===== src/hdl/tdcc_pkg.sv =====
package tdcc_pkg;

  localparam logic [7:0] STX_BYTE = 8'h02;

  localparam logic [15:0] CRC_POLY_RST = 16'h8005;
  localparam logic [7:0]  ADDR_BYTE_RST = 8'h80;
  localparam logic [15:0] MAX_LEN_RST = 16'd1024;

  localparam int unsigned CFG_IDX_W = 8;
  localparam int unsigned CFG_DATA_W = 16;
  localparam logic [CFG_IDX_W-1:0] REG_CRC_POLY = 8'd0;
  localparam logic [CFG_IDX_W-1:0] REG_ADDR_BYTE = 8'd1;
  localparam logic [CFG_IDX_W-1:0] REG_MAX_LEN = 8'd2;

  localparam int unsigned OUT_TDATA_W = 32;
  localparam int unsigned OUT_TUSER_W = 2;

  typedef enum logic [1:0] {
    ST_GOOD     = 2'd0,
    ST_CRC_ERR  = 2'd1,
    ST_TOO_LONG = 2'd2
  } frame_status_t;

  typedef enum logic [6:0] {
    PH_HUNT   = 7'b0000001,
    PH_ADDR   = 7'b0000010,
    PH_LEN_LO = 7'b0000100,
    PH_LEN_HI = 7'b0001000,
    PH_DATA   = 7'b0010000,
    PH_CKS_LO = 7'b0100000,
    PH_CKS_HI = 7'b1000000
  } phase_t;

  typedef struct packed {
    logic [15:0] crc_poly;
    logic [7:0]  address_byte;
    logic [15:0] max_length;
  } cfg_t;

  typedef struct packed {
    logic [7:0]    data_byte;
    logic          payload_valid;
    logic          first_of_payload;
    logic          frame_end;
    frame_status_t frame_status;
    logic [15:0]   frame_length;
  } result_t;

  function automatic logic [15:0] crc_step(input logic [15:0] crc, input logic [7:0] prev,
                                           input logic [7:0] b, input logic [15:0] poly);
    logic [15:0] c;
    c = {crc[14:0], 1'b0};
    if (crc[15]) begin
      c = c ^ poly;
    end
    return c ^ {prev, b};
  endfunction

endpackage


===== src/hdl/tdcc_cfg_regs.sv =====
module tdcc_cfg_regs
  import tdcc_pkg::*;
(
  input  logic                  clk,
  input  logic                  rst_n,
  input  logic                  cfg_valid,
  output logic                  cfg_ready,
  input  logic [CFG_IDX_W-1:0]  cfg_index,
  input  logic [CFG_DATA_W-1:0] cfg_data,
  output cfg_t                  cfg
);

  cfg_t cfg_r;

  assign cfg_ready = 1'b1;
  assign cfg = cfg_r;

  always_ff @(posedge clk) begin
    if (!rst_n) begin
      cfg_r.crc_poly <= CRC_POLY_RST;
      cfg_r.address_byte <= ADDR_BYTE_RST;
      cfg_r.max_length <= MAX_LEN_RST;
    end else if (cfg_valid) begin
      if (cfg_index == REG_CRC_POLY) begin
        cfg_r.crc_poly <= cfg_data;
      end
      if (cfg_index == REG_ADDR_BYTE) begin
        cfg_r.address_byte <= cfg_data[7:0];
      end
      if (cfg_index == REG_MAX_LEN) begin
        cfg_r.max_length <= cfg_data;
      end
    end
  end

endmodule


===== src/hdl/tdcc_frame_fsm.sv =====
module tdcc_frame_fsm
  import tdcc_pkg::*;
(
  input  logic       clk,
  input  logic       rst_n,
  input  logic       step,
  input  logic [7:0] rx_byte,
  input  cfg_t       cfg,
  output result_t    res
);

  phase_t      phase_r, phase_nxt;
  logic [15:0] crc_r, crc_nxt;
  logic [7:0]  prev_r, prev_nxt;
  logic [15:0] len_r, len_nxt;
  logic [15:0] left_r, left_nxt;
  logic [7:0]  cks_lo_r, cks_lo_nxt;
  logic [15:0] len_full;
  logic [15:0] crc_fed;

  assign len_full = {rx_byte, len_r[7:0]};
  assign crc_fed = crc_step(crc_r, prev_r, rx_byte, cfg.crc_poly);

  always_comb begin
    phase_nxt = phase_r;
    crc_nxt = crc_r;
    prev_nxt = prev_r;
    len_nxt = len_r;
    left_nxt = left_r;
    cks_lo_nxt = cks_lo_r;
    res.data_byte = rx_byte;
    res.payload_valid = 1'b0;
    res.first_of_payload = 1'b0;
    res.frame_end = 1'b0;
    res.frame_status = ST_GOOD;
    res.frame_length = 16'd0;
    unique case (phase_r)
      PH_ADDR: begin
        if (rx_byte == cfg.address_byte) begin
          crc_nxt = crc_fed;
          prev_nxt = rx_byte;
          phase_nxt = PH_LEN_LO;
        end else begin
          phase_nxt = PH_HUNT;
        end
      end
      PH_LEN_LO: begin
        crc_nxt = crc_fed;
        prev_nxt = rx_byte;
        len_nxt = {8'h00, rx_byte};
        phase_nxt = PH_LEN_HI;
      end
      PH_LEN_HI: begin
        crc_nxt = crc_fed;
        prev_nxt = rx_byte;
        len_nxt = len_full;
        if (len_full > cfg.max_length) begin
          res.frame_end = 1'b1;
          res.frame_status = ST_TOO_LONG;
          res.frame_length = len_full;
          phase_nxt = PH_HUNT;
        end else if (len_full == 16'd0) begin
          phase_nxt = PH_CKS_LO;
        end else begin
          left_nxt = len_full;
          phase_nxt = PH_DATA;
        end
      end
      PH_DATA: begin
        crc_nxt = crc_fed;
        prev_nxt = rx_byte;
        res.payload_valid = 1'b1;
        res.first_of_payload = (left_r == len_r);
        left_nxt = left_r - 16'd1;
        if (left_r == 16'd1) begin
          phase_nxt = PH_CKS_LO;
        end
      end
      PH_CKS_LO: begin
        cks_lo_nxt = rx_byte;
        phase_nxt = PH_CKS_HI;
      end
      PH_CKS_HI: begin
        res.frame_end = 1'b1;
        res.frame_status = ({rx_byte, cks_lo_r} == crc_r) ? ST_GOOD : ST_CRC_ERR;
        res.frame_length = len_r;
        phase_nxt = PH_HUNT;
      end
      default: begin
        phase_nxt = PH_HUNT;
        if (rx_byte == STX_BYTE) begin
          crc_nxt = crc_step(16'd0, 8'd0, rx_byte, cfg.crc_poly);
          prev_nxt = rx_byte;
          phase_nxt = PH_ADDR;
        end
      end
    endcase
  end

  always_ff @(posedge clk) begin
    if (!rst_n) begin
      phase_r <= PH_HUNT;
      crc_r <= 16'd0;
      prev_r <= 8'd0;
      len_r <= 16'd0;
      left_r <= 16'd0;
      cks_lo_r <= 8'd0;
    end else if (step) begin
      phase_r <= phase_nxt;
      crc_r <= crc_nxt;
      prev_r <= prev_nxt;
      len_r <= len_nxt;
      left_r <= left_nxt;
      cks_lo_r <= cks_lo_nxt;
    end
  end

endmodule


===== src/hdl/telegram_deframer_crc_check.sv =====
// Serial telegram deframer: every received byte comes out again, one output beat per input
// beat, marked as payload when it lies in a frame's data section, with tlast and a status on
// the last checksum byte of a frame or on a rejected length. The block takes one byte per
// clock cycle while the output is not stalled, and a beat leaves through an input register
// and then a result register, with the checksum and state update done between them.
// Configuration writes are accepted in any cycle and are meant to be done while no
// byte is in flight.
module telegram_deframer_crc_check
  import tdcc_pkg::*;
(
  input  logic                   clk,
  input  logic                   rst_n,
  input  logic                   in_tvalid,
  output logic                   in_tready,
  input  logic [7:0]             in_tdata,   // [7:0] rx_byte
  output logic                   out_tvalid,
  input  logic                   out_tready,
  output logic [OUT_TDATA_W-1:0] out_tdata,  // [7:0] data_byte, [9:8] frame_status,
                                             // [25:10] frame_length, [31:26] zero
  output logic [OUT_TUSER_W-1:0] out_tuser,  // [0] payload_valid, [1] first_of_payload
  output logic                   out_tlast,  // frame_end
  input  logic                   cfg_valid,
  output logic                   cfg_ready,
  input  logic [CFG_IDX_W-1:0]   cfg_index,
  input  logic [CFG_DATA_W-1:0]  cfg_data
);

  cfg_t       cfg;
  logic       in_valid_r;
  logic [7:0] in_byte_r;
  logic       out_valid_r;
  result_t    out_res_r;
  result_t    res;
  logic       advance;
  logic       step;

  assign advance = !out_valid_r || out_tready;
  assign step = in_valid_r && advance;
  assign in_tready = !in_valid_r || advance;

  tdcc_cfg_regs u_cfg (
    .clk       (clk),
    .rst_n     (rst_n),
    .cfg_valid (cfg_valid),
    .cfg_ready (cfg_ready),
    .cfg_index (cfg_index),
    .cfg_data  (cfg_data),
    .cfg       (cfg)
  );

  tdcc_frame_fsm u_fsm (
    .clk     (clk),
    .rst_n   (rst_n),
    .step    (step),
    .rx_byte (in_byte_r),
    .cfg     (cfg),
    .res     (res)
  );

  always_ff @(posedge clk) begin
    if (!rst_n) begin
      in_valid_r <= 1'b0;
    end else if (in_tready) begin
      in_valid_r <= in_tvalid;
    end
  end

  always_ff @(posedge clk) begin
    if (in_tvalid && in_tready) begin
      in_byte_r <= in_tdata;
    end
  end

  always_ff @(posedge clk) begin
    if (!rst_n) begin
      out_valid_r <= 1'b0;
    end else if (advance) begin
      out_valid_r <= in_valid_r;
    end
  end

  always_ff @(posedge clk) begin
    if (step) begin
      out_res_r <= res;
    end
  end

  assign out_tvalid = out_valid_r;
  assign out_tdata = {6'd0, out_res_r.frame_length, out_res_r.frame_status,
                      out_res_r.data_byte};
  assign out_tuser = {out_res_r.first_of_payload, out_res_r.payload_valid};
  assign out_tlast = out_res_r.frame_end;

`ifndef SYNTHESIS
  a_status_only_at_end: assert property (@(posedge clk) disable iff (!rst_n)
    out_tvalid && !out_tlast |-> out_tdata[25:8] == 18'd0)
    else $error("frame status or length set on a beat that does not end a frame");

  a_first_is_payload: assert property (@(posedge clk) disable iff (!rst_n)
    out_tvalid && out_tuser[1] |-> out_tuser[0] && !out_tlast)
    else $error("first payload beat not marked as payload");

  a_status_code: assert property (@(posedge clk) disable iff (!rst_n)
    out_tvalid |-> out_tdata[9:8] != 2'd3)
    else $error("undefined frame status code");

  a_step_fills_output: assert property (@(posedge clk) disable iff (!rst_n)
    step |=> out_tvalid)
    else $error("processed byte did not reach the result register");
`endif

endmodule

===== config.mk =====
export PLATFORM = sky130hd
export DESIGN_NAME = telegram_deframer_crc_check
export DESIGN_NICKNAME = d
export VERILOG_FILES = /design/src/hdl/tdcc_pkg.sv /design/src/hdl/tdcc_cfg_regs.sv /design/src/hdl/tdcc_frame_fsm.sv /design/src/hdl/telegram_deframer_crc_check.sv
export SDC_FILE = /design/constraint.sdc
export NUM_CORES = 1
export LEC_CHECK = 0
export BUFFER_PORTS_ARGS = -buffer_cell sky130_fd_sc_hd__buf_2
export CELL_PAD_IN_SITES_DETAIL_PLACEMENT = 0
export CELL_PAD_IN_SITES_GLOBAL_PLACEMENT = 2
export CORE_AREA = 2 2 141 143
export CTS_CLUSTER_SIZE = 24
export DETAILED_ROUTE_END_ITERATION = 10
export DIE_AREA = 0 0 143 145
export GPL_TIMING_DRIVEN = 1
export PLACE_DENSITY = 0.82
export SLEW_MARGIN = 20
export SYNTH_ARGS = -nofsm -noshare
export SYNTH_HDL_FRONTEND = slang
export SYNTH_SLANG_ARGS = --single-unit

===== constraint.sdc =====
create_clock -name clk -period 6.5 [get_ports clk]
set_input_delay 1.3 -clock clk [delete_from_list [all_inputs] [get_ports clk]]
set_output_delay 1.3 -clock clk [all_outputs]
set_load 0.005 [all_outputs]

== Word level (Yosys, flattened, before mapping) ==
Index checks and enable logic that the tools add are counted.

* Register bits: 150
* Output and inout bits: 38
* Word-level logic and storage cells: 85

* $add $sub $neg: 1
* $lt $le $gt $ge: 1
* Eq/ne operators: 17
* Multiplexer cells: 21
* Bitwise logic cells: 4
* Reductions and logical operators: 22

{| class="wikitable"
|+ Operator list
! operator !! count
|-
| 16-bit 2-to-1 mux || 5
|-
| 16-bit case mux with 2 select lines || 2
|-
| 16-bit case mux with 3 select lines || 1
|-
| 7-bit case mux with 6 select lines || 1
|-
| 19-bit case mux with 2 select lines || 1
|-
| 16-bit == test || 2
|-
| 16-bit bitwise XOR || 2
|-
| 8-bit case mux with 3 select lines || 1
|-
| 19-bit 2-to-1 mux || 1
|-
| 16-bit by 1-bit == test with 1-bit output, second input constant || 1
|-
| 8-bit by 2-bit == test with 1-bit output, second input constant || 2
|-
| 16-bit greater-than comparator || 1
|-
| 16-bit logical NOT || 1
|-
| 8-bit 2-to-1 mux || 2
|-
| 16-bit by 1-bit subtractor with 16-bit output, second input constant || 1
|-
| 6-bit 2-to-1 mux || 2
|-
| 2-bit AND reduction || 6
|-
| 8-bit by 1-bit == test with 1-bit output, second input constant || 1
|-
| 8-bit == test || 1
|-
| 8-bit logical NOT || 1
|-
| 4-bit AND reduction || 2
|-
| 7-bit by 2-bit == test with 1-bit output, second input constant || 1
|-
| 7-bit by 3-bit == test with 1-bit output, second input constant || 1
|-
| 7-bit by 4-bit == test with 1-bit output, second input constant || 1
|-
| 18 further kinds || 26
|}

== Depth between registers and ports, before layout ==
* Word-level depth: 5
* Depth in mapped cells: 9

== Hierarchy ==
Synthesis repeated with hierarchy kept, for this count alone.

* Cells, all modules: 807
* Area total of the unflattened synthesis: 7558.5 µm²

{| class="wikitable"
|+ By module, submodules not included
! module !! times used !! cells an instance !! area each (µm²)
|-
| tdcc_frame_fsm || 1 || 594 || 4712.0
|-
| tdcc_cfg_regs || 1 || 160 || 1582.8
|-
| telegram_deframer_crc_check || 1 || 53 || 1263.7
|}

== Worst setup path before layout ==
OpenSTA, ideal clock, no wires.

* Path kind: in2reg
* From: input out_tready
* To: register u_fsm.phase_r[0]
* Setup time: 0.129 ns
* Data arrival time: 2.974 ns
* Data required time: 6.371 ns
* Path slack: 3.397 ns
* Stages: 7
* Path buffers: 1
* Cell sequence: nor2b_1 > nand2b_1 > clkbuf_1 > inv_1 > nand2_1 > a21boi_0 > o31ai_1

* Longest elaborated chain between the ends: 3

{| class="wikitable"
|+ RTL lines
! what !! line !! RTL
|-
| from (decl) || telegram_deframer_crc_check.sv:17 || <nowiki>input logic out_tready,</nowiki>
|-
| 1-bit logical OR || telegram_deframer_crc_check.sv:37 || <nowiki>assign advance = !out_valid_r || out_tready;</nowiki>
|-
| 1-bit logical AND || telegram_deframer_crc_check.sv:38 || <nowiki>assign step = in_valid_r && advance;</nowiki>
|-
| net step || telegram_deframer_crc_check.sv:35 || <nowiki>logic step;</nowiki>
|-
| 2-bit AND reduction (no line) || n/a ||
|-
| to (signal assigned) || tdcc_frame_fsm.sv:109 || <nowiki>phase_r <= phase_nxt;</nowiki>
|-
| to (decl) || tdcc_frame_fsm.sv:12 || <nowiki>phase_t phase_r, phase_nxt;</nowiki>
|}

The timed path passes the listed nets, and every way through them passes these cells.
A chain may end at the register's enable or synchronous reset.

== Final worst setup path ==
* From: register in_byte_r[7]
* To: register u_fsm.left_r[2]

* Longest elaborated chain between the ends: 3
* Elaborated cells between the ends (all ways): 5

{| class="wikitable"
|+ RTL lines
! what !! line !! RTL
|-
| from (decl) || telegram_deframer_crc_check.sv:30 || <nowiki>logic [7:0] in_byte_r;</nowiki>
|-
| from (signal assigned) || telegram_deframer_crc_check.sv:70 || <nowiki>in_byte_r <= in_tdata;</nowiki>
|-
| 16-bit greater-than comparator / 16-bit logical NOT (equally long branches) || tdcc_frame_fsm.sv:57, tdcc_frame_fsm.sv:62 ||
|-
| 2-bit != test (no line) || n/a ||
|-
| 4-bit AND reduction (no line) (*) || n/a ||
|-
| to (signal assigned) || tdcc_frame_fsm.sv:113 || <nowiki>left_r <= left_nxt;</nowiki>
|-
| to (decl) || tdcc_frame_fsm.sv:16 || <nowiki>logic [15:0] left_r, left_nxt;</nowiki>
|}

Mark *: on every way between the ends. The rest lies on a longest branch, timed or not.

==> summary.md <==
At the later pin of the worst-skew pair, clock insertion delay measures 440 ps. The launch point of the worst reg-to-reg path is in_byte_r[7]. After layout, the worst path uses 49.57% of the clock period. The clock-pin transition on the worst setup and hold timing paths came out at 70 ps.

The final layout contains routed wiring with a total length of 20210 µm. For the final database, setup skew stands at 10.64 ps. The minimum setup slack in the final design was 3278 ps. In this run the static leakage power is 3.438 nW.

The logs give 0.8179 for the placer congestion estimate and 2 for the maximum clock insertion buffer count. The run gives 0 as the number of gates resized after cts. The path class of the tightest hold or removal check is register to register.

dfxtp_1 takes more of the synthesized area than any other cell. Data on the critical path is required at its endpoint by 6850 ps. Instance area after placement: 0.008119 mm². Of all nets on the critical path, the largest fanout is 15.

The tools report the destination of the worst hold path as u_cfg.cfg[34]. The detailed-route DRC error count came out at 0. The number of endpoints with negative hold slack in the final report is 0.

The worst setup path is launched from a register. The count of maximum capacitance violations came out at 0. Counting instances, the worst hold path has a depth of 2. Yosys mapped a number of flops with a built-in enable equal to 37. Clock tree synthesis found a total of 150 sinks. The first global-routing pass estimated 32020 µm of wire.

Each instance of the synthesized netlist takes up on average 9.286 µm². Setup violations remaining at the end of the flow were counted as 0. For the worst setup path, the data arrival time is 3570 ps.

Across all layers, the routed design uses 5927 vias. The routed wire length per instance was 17.65 µm; the die footprint was 0.02074 mm². In the layout the commonest cells are 158 x nand2_1, 113 x dfxtp_1, 66 x buf_2. Across the VDD grid, the largest voltage drop is 0.1893 mV. The share of post-route cells with drive strength above 1 works out to 13.41%. Power spread over the standard cell area amounts to 240.9 mW/mm². Setup repair after global routing left no endpoint under its margin. The end of the worst register-to-register path was u_fsm.left_r[2]. The run finished with clean final reports. Most used flip-flop cell after synthesis: dfxtp_1.

The tools report the H-tree depth as 4. The start point of the critical path was in_byte_r[7]. In this run, distinct cell masters in the synthesized netlist total 54.

DRC violation total after the first TritonRoute iteration: 300. STA classifies the critical path endpoint as a register. The critical setup path kind is register to register.

The number of global-route vias before repair was 5862. The floorplan step defined a core boundary enclosing 0.01921 mm². The overall global routing resource usage was 20.12%.

The root cell of the clock tree was clkbuf_16. In the post-synthesis netlist, the biggest area contributors are dfxtp_1 30%, edfxtp_1 15%, nand2_1 7.8%. The height of the die works out to 145 µm. The tools report the number of antenna diodes as 0. The number of cells on the worst reg-to-reg path is 8. Static timing analysis puts the maximum clock frequency at 0.3103 GHz. Row generation in the floorplan step produced 51 rows.

The die extent in x was 143 µm. The logs give 5 for the first-pass iteration count of the detailed router and 75 for the number of top-level design ports. Headroom to the max-slew limit came out at 33.81%. In this run the most critical hold path is launched from u_cfg.cfg[34]. The tools report the gate count after technology mapping as 818. The area overhead of the layout relative to synthesis was 15.01%; the area share of the largest cell type after synthesis was 29.78%.

The cell area that synthesis handed to floorplanning was 0.007596 mm². The worst register-to-register path has a setup slack of 3280 ps. For this configuration, the core starts out at a cell density of 39.55%. The final critical path time including I/O delays and setup works out to 3222 ps. For the remaining global-route overflow, the log shows 0. The library cell used most frequently in the layout, excluding fill and tap cells, is nand2_1.

The tools report the largest net degree at the start of global routing as 133. The net count of the finished layout was 922. The total of buffers placed on input and output ports was 67. The number of max-slew violations in the final report was 0.

Before CTS, the worst setup slack after placement is 3162 ps. Hold timing on the final database bottoms out at a slack of 468.8 ps. After routing, the total negative slack on setup checks comes to 0 ps. Once detail routing completed, the nets flagged for antenna violations numbered 0. The final non-filler cell area was 0.008736 mm²; the post-cts hold buffer count was 0.

The sequential-to-total area share from yosys stat is 44.41%. The initial antenna violation count was 0; the number of buffers created by CTS was 17. The actual slew at the worst max-slew pin is 992.7 ps, and the number of warnings issued by yosys is 0. After detailed routing, the number of vias per cell comes to 5.176.

Detailed placement ended at an HPWL of 13690 µm. Synthesis inferred 150 register bits. Of all flip-flops after synthesis, the portion carrying an async set or reset was 0%. The number of setup buffers added after CTS is 0. TritonCTS built the clock tree.
## metrics by stage
| stage | instances | util, % | total power [W] |
|---|---|---|---|
| 5_1_grt | 1145 | 45.48 | 0.002171 |
| 3_5_place_dp | 1113 | 42.27 | 0.001096 |
| 2_1_floorplan | 823 | - | 0.001049 |
| 6_report | 1145 | 45.48 | 0.002104 |
| 4_1_cts | 1145 | 45.46 | 0.002124 |
| 3_3_place_gp | 1113 | 42.27 | 0.001094 |
## where the power goes
part / switching (W) / internal, W / total [W] / leakage, nW
clock network: 0.000446 / 0.000584 / 0.00103 / 0.298
registers: 0.00000330 / 0.000968 / 0.000971 / 1.26
logic: 0.0000655 / 0.0000382 / 0.000104 / 1.88
## flip-flops by register name, summed over array words and instances, names as in the netlist
| signal | cells |
|---|---|
| u_cfg.cfg | 40 |
| out_tdata | 26 |
| u_fsm.crc_r | 16 |
| u_fsm.left_r | 16 |
| u_fsm.len_r | 16 |
| in_byte_r | 8 |
| u_fsm.cks_lo_r | 8 |
| u_fsm.prev_r | 8 |
| u_fsm.phase_r | 7 |
| out_tuser | 2 |
| in_valid_r | 1 |
| out_tlast | 1 |
| out_tvalid | 1 |
## final cells by class
type                       count  area (µm²)
multi-input combinational    597        3904
clock buffer                  17       425.4
fill                        1875       10470
sequential                   150        3373
tap                          265       331.6
inverter                      22       82.58
clock inverter                15       187.7
timing repair buffer          79       431.7
## metal layers
metal	up-vias	wire, µm	part of all wire (%)	GRT usage (%)
met4	0	437	2.2	7.426
met3	31	703	3.5	3.498
li1	2920	-	-	-
met2	135	9897	49	33.59
met5	-	0	0	0
met1	2841	9171	45	25.91
## synth_stat cells (3+ instances only)
| cell | count |
|---|---|
| buf_1 | 4 |
| a21boi_0 | 50 |
| buf_4 | 10 |
| dfxtp_1 | 113 |
| a21oi_1 | 21 |
| a21boi_1 | 4 |
| o21ai_0 | 9 |
| a22o_1 | 8 |
| o211ai_1 | 18 |
| o31ai_1 | 5 |
| and2_1 | 10 |
| nand4_1 | 14 |
| xnor2_1 | 41 |
| nand2_1 | 158 |
| xor2_1 | 40 |
| buf_2 | 4 |
| edfxtp_1 | 37 |
| nand3_1 | 32 |
| nand4b_1 | 3 |
| nor2_1 | 14 |
| nand2b_1 | 13 |
| inv_1 | 22 |
| ha_1 | 18 |
| nor2b_1 | 31 |
| mux2i_1 | 39 |
| nor3b_1 | 3 |
| clkbuf_1 | 34 |
| o211a_1 | 8 |
| or4_1 | 5 |
| or3_1 | 3 |
| nor3_1 | 10 |
| nor4_1 | 9 |
## how the worst max path moves through the flow
stage                             endpoint  slack, ps  cells past startpoint
after floorplan           u_fsm.phase_r[0]       3400                      7
after global placement    u_fsm.left_r[15]       3270                      7
after detailed placement   u_fsm.left_r[2]       3160                      7
after CTS                  u_fsm.left_r[2]       3240                      8
after global routing       u_fsm.left_r[2]       2900                      8
final                      u_fsm.left_r[2]       3280                      8
## worst max-delay path, stage by stage, from the launching register on
cell,delay [ps]
edfxtp_1,360
buf_4,230
ha_1,340
nand4_1,160
nor4_1,410
a21boi_0,340
o31ai_1,210
o21ai_2,800
mux2i_1,290
## cells by family after synthesis
kind of cell    after synthesis  synth area share, %
other cells                   2              0.09887
xor+xnor                     81                9.339
fa+ha+maj                    18                2.965
flops                       150                44.41
buf+inv                      76                4.513
mux                          39                5.139
simple gates                313                20.01
compound gates              139                13.52
(Power assumes the default switching activity.)
